<file path="src/hdl/aging_hash_cache_table_macros.svh">
// Assertion helpers used by the top-level module.
`ifndef AGING_HASH_CACHE_TABLE_MACROS_SVH
`define AGING_HASH_CACHE_TABLE_MACROS_SVH

// Same-cycle implication, checked outside reset.
`define AHCT_ASSERT_IMP(label, clk, rst_n, a, b, msg) \
	label: assert property (@(posedge clk) disable iff (!rst_n) (a) |-> (b)) else $error(msg);

// Next-cycle implication, checked outside reset.
`define AHCT_ASSERT_NXT(label, clk, rst_n, a, b, msg) \
	label: assert property (@(posedge clk) disable iff (!rst_n) (a) |=> (b)) else $error(msg);

`endif

</file>
<file path="src/hdl/ahct_pkg.sv">
`default_nettype none
package ahct_pkg;
	localparam logic [1:0] OP_LOOKUP = 2'd0;
	localparam logic [1:0] OP_INSERT = 2'd1;
	localparam logic [1:0] OP_TICK   = 2'd2;

	localparam logic [2:0] ST_HIT      = 3'd0;
	localparam logic [2:0] ST_MISS     = 3'd1;
	localparam logic [2:0] ST_INSERTED = 3'd2;
	localparam logic [2:0] ST_FULL     = 3'd3;
	localparam logic [2:0] ST_TICK     = 3'd4;

	localparam logic [0:0] REG_IDLE_LIMIT   = 1'b0;
	localparam logic [0:0] REG_PRUNE_PERIOD = 1'b1;

	localparam logic [15:0] IDLE_LIMIT_RESET   = 16'd600;
	localparam logic [11:0] PRUNE_PERIOD_RESET = 12'd60;
	localparam logic [8:0]  COUNT_MAX          = 9'h1FF;

	typedef struct packed {
		logic [63:0] object_id;
		logic [15:0] frame_number;
		logic [31:0] handle;
		logic [31:0] last_used;
	} entry_t;

	typedef struct packed {
		logic idle;
		logic load;
		logic hash_step;
		logic rd;
		logic cmp;
		logic tick;
		logic srd;
		logic schk;
		logic finish;
	} cmd_t;

	typedef struct packed {
		logic pow2;
		logic op_tick;
		logic op_bad;
		logic hash_done;
		logic cmp_end;
		logic sweep_due;
		logic sweep_last;
		logic out_free;
	} stat_t;
endpackage
`default_nettype wire

</file>
<file path="src/hdl/ahct_ctrl.sv">
`default_nettype none
module ahct_ctrl
	import ahct_pkg::*;
(
	input  wire logic  clk,
	input  wire logic  arst_n,
	input  wire logic  in_valid,
	input  wire stat_t st,
	output cmd_t       cmd
);
	localparam logic [2:0] S_IDLE = 3'd0;
	localparam logic [2:0] S_HASH = 3'd1;
	localparam logic [2:0] S_RD   = 3'd2;
	localparam logic [2:0] S_CMP  = 3'd3;
	localparam logic [2:0] S_TICK = 3'd4;
	localparam logic [2:0] S_SRD  = 3'd5;
	localparam logic [2:0] S_SCHK = 3'd6;
	localparam logic [2:0] S_DONE = 3'd7;

	logic [2:0] state_q, state_d;

	always_comb begin
		cmd = '0;
		state_d = state_q;
		unique case (state_q)
			S_IDLE: begin
				cmd.idle = 1'b1;
				if (in_valid) begin
					cmd.load = 1'b1;
					priority if (st.op_tick) state_d = S_TICK;
					else if (st.op_bad) state_d = S_DONE;
					else if (st.pow2) state_d = S_RD;
					else state_d = S_HASH;
				end
			end
			S_HASH: begin
				cmd.hash_step = 1'b1;
				if (st.hash_done) state_d = S_RD;
			end
			S_RD: begin
				cmd.rd = 1'b1;
				state_d = S_CMP;
			end
			S_CMP: begin
				cmd.cmp = 1'b1;
				state_d = st.cmp_end ? S_DONE : S_RD;
			end
			S_TICK: begin
				cmd.tick = 1'b1;
				state_d = st.sweep_due ? S_SRD : S_DONE;
			end
			S_SRD: begin
				cmd.srd = 1'b1;
				state_d = S_SCHK;
			end
			S_SCHK: begin
				cmd.schk = 1'b1;
				state_d = st.sweep_last ? S_DONE : S_SRD;
			end
			S_DONE: begin
				// hold the result until the output register frees up
				if (st.out_free) begin
					cmd.finish = 1'b1;
					state_d = S_IDLE;
				end
			end
			default: state_d = S_IDLE;
		endcase
	end

	always_ff @(posedge clk or negedge arst_n) begin
		if (!arst_n) begin
			state_q <= S_IDLE;
		end else begin
			state_q <= state_d;
		end
	end
endmodule
`default_nettype wire

</file>
<file path="config.mk">
export PLATFORM = sky130hd
export DESIGN_NAME = ahct_ctrl
export DESIGN_NICKNAME = d
export VERILOG_FILES = /design/src/hdl/aging_hash_cache_table_macros.svh /design/src/hdl/ahct_pkg.sv /design/src/hdl/ahct_ctrl.sv
export SDC_FILE = /design/constraint.sdc
export NUM_CORES = 1
export LEC_CHECK = 0
export BUFFER_PORTS_ARGS = -buffer_cell sky130_fd_sc_hd__buf_2
export CORE_AREA = 2 2 39 41
export CTS_CLUSTER_SIZE = 14
export DETAILED_ROUTE_END_ITERATION = 12
export DIE_AREA = 0 0 41 43
export PLACE_DENSITY_LB_ADDON = 0.1
export SYNTH_ARGS = -nofsm -noshare
export SYNTH_HDL_FRONTEND = slang
export SYNTH_SLANG_ARGS = --single-unit
export TNS_END_PERCENT = 1
</file>
<file path="constraint.sdc">
create_clock -name clk -period 1.5 [get_ports clk]
set_input_delay 0.3 -clock clk [delete_from_list [all_inputs] [get_ports clk]]
set_output_delay 0.3 -clock clk [all_outputs]
set_load 0.005 [all_outputs]
</file>
==> impl_results.md <==
* Root buf cell: clkbuf_4
* Area Overhead vs Synth at 75.4%
* Layout cells sized above 1 at 59.7%
* Mean Syn Cell Area at 8.13 sq um
* CTS Sinks at 3
* R2R cell count at 4
* NumNets Final at 84
* Sequential-to-total area share from yosys stat at 23.1%
* CP startpoint: state_q[0]$_DFFE_PN0P_
* Met2 usage at 14.7%
* Final global-route overflow total at 0
* Clock Skews at 0.578 ps
* Vias per Instance at 4.49
* Clk pin slew, worst setup/hold paths at 40 ps
* HPWL after DPL at 592 um
* Maximum clock rate at 0.693 GHz
* All-Layer GR Usage at 10.7%
* RR Endpoint: state_q[2]$_DFFE_PN0P_
* Routability Congestion at 0.756
* Cell area after synthesis at 325 sq um
* Highest-count cells in the layout ignoring fill and taps: buf_2, buf_4, nand2_1, nor2_1, clkbuf_4
* Yosys warns at 0
* Die Height at 43 um
* Share of the synthesized area in the top cell type at 23.1%
* Initial Util at 23.5%
* Grt met1 use at 15.4%
* Final Hold Viols at 0
* Max reg flops at 3
* DIE AREA at 0.00176 sq mm
* Routed Wire Length at 847 um
* CP cell instances: buf_4, and3b_1, buf_2
* Crit-path max cell delay at 440 ps
* Final setup vio count at 0
* Worst Hold End: state_q[0]$_DFFE_PN0P_
* Design area at 571 sq um
* WP buf/inv at 2
* First-pass GRT wire length at 1.33 mm
* Max-capacitance violation count at 0
* TritonCTS clock tree: yes
* Biggest area consumer among synthesized cells: dfrtp_1
* Slowest CP cell: dfrtp_2
* # H-tree levels at 1
* Initial antenna violation count at 0
* Chip Width at 41 um
* CP Launch Type: flip-flop
* Iteration-0 DRC count of the detailed router at 7
* Core footprint at 0.00138 sq mm
* Synth unique cells at 24
* IO Pins at 20
* DP Cell Count at 76
* Filler cell count at 157
* Power Density at 1800 mW/mm^2
* ANT cells at 0
* Gr busiest metal: met1
* Worst ir drop on vdd at 873 uV
* Via count at 395
* Final period utilization at 96.2%
* FP Rows at 14
* Startpoint of the worst hold path: in_valid
* Yosys reg bits at 3
* RR Startpoint: state_q[0]$_DFFE_PN0P_
* RSZ-0062 raised after global routing: yes
* Detailed-router iteration count before antenna repair at 4
* Avg WL per Cell at 9.63 um
* Critical path peak fanout at 8
* Reg with most FFs: state_q
* Clock Latency Late Sink at 230 ps
* Placement Cell Area at 458 sq um
* Family with the most delay on the worst path: flip-flops
* LEAKAGE at 0.000275 uW
* Minimum clock period at 1440 ps
* Met3 usage at 1.57%
* Hold depth at 3
* Reg-to-reg setup timing slack at 190 ps
* Slew @ Worst Pin at 329 ps
* Top flop regs: state_q (3)
* WP data arrival at 1140 ps
* Post-layout power at 1030 uW
* Synth Instances at 40
* CP Data Required Time at 1200 ps
* Routed Antenna Nets at 0
* Status: complete, no violations
* Finished Layout Cells at 88
* Mapped Nets at 51
* TritonCTS Buffers at 3
* Slew Viols, Final at 0
* CTS max path bufs at 2
* Synth top area cells: dfrtp_1, a2111oi_4, nor3b_1
* DR DRC count at 0
* Number of global-route vias before repair at 338
* Largest net degree at the start of global routing at 14
* Worst setup EP type: primary output
* Number of buffers added on ports at 19
* Commonest non-fill, non-tap cell in the layout: buf_2
* Worst min-delay path class: input pin to flip-flop
* Max_slew headroom at 78.1%
* Setup CP Type: flip-flop to primary output
==> what timing repair did <==
item | in CTS | in global routing
pin swaps | 0 | 2
resized for setup | 4 | 3
endpoints found under the setup margin | 5 | 5
hold endpoints to repair | 3 | 0
hold buffers | 1 | 0
setup buffers | 0 | 7
==> report_power, final <==
group / leakage, uW / switching (uW) / internal, uW
sequential: 0.0000313 / 76.2 / 128
combinational: 0.000229 / 303 / 381
clock: 0.0000150 / 40.3 / 99.6
total: 0.000275 / 420 / 609
==> cell families (layout without fill, tap and decap cells) <==
kind of cell | after synthesis | count (layout) | synth area share, %
flops | 3 | 3 | 23.1
simple gates | 22 | 22 | 41.2
buf+inv | 5 | 37 | 6.15
compound gates | 10 | 10 | 29.6
==> worst reg2reg max path: stages (launching register included) <==
cell       delay, ps
dfrtp_2          420
buf_4            170
nor2b_2           50
a2111oi_4        380
o22ai_1          150
==> final cells by class <==
type	count	area, sq um	area share (%)
clock buffer	4	26.3	4.61
inverter	2	7.51	1.32
multi-input combinational	32	244	42.8
sequential	3	77.6	13.6
tap	16	20.0	3.51
timing repair buffer	31	195	34.2
==> worst max path at each step <==
| stage | end | cells after the start |
|---|---|---|
| detailed placement | cmd[7] | 3 |
| CTS | cmd[7] | 3 |
| floorplan | state_q[0]$_DFFE_PN0P_ | 4 |
| finish | cmd[1] | 3 |
| global route | cmd[7] | 3 |
| global placement | cmd[7] | 3 |
==> per-stage QoR <==
step / TNS [ps] / util (%) / worst slack [ps] / hold WS, ps
global placement: 0 / 33.1 / 152 / 98.0
finish: 0 / 41.2 / 56.6 / 322
CTS: -14.5 / 36.6 / -9.13 / 319
floorplan: 0 / - / 228 / 4.41
global route: -19.0 / 41.2 / -19.0 / 330
detailed placement: 0 / 33.1 / 146 / 96.8
==> cells in the mapped netlist (all sizes together) <==
master	n
buf	1
o22ai	1
a21oi	1
a31oi	2
inv	2
a2111oi	1
nand2	4
o21ai	2
a211oi	1
o211ai	1
and3b	1
nor2b	3
and4	1
nand4b	1
dfrtp	3
nor2	5
o31ai	1
clkbuf	2
nor3	1
nand3b	1
and2	2
nor3b	3
==> routing by layer <==
layer,wire [um],up-vias
met3,66,0
li1,-,209
met5,0,-
met2,365,20
met1,415,166
met4,0,0
Power figures use the tool's default switching activity.
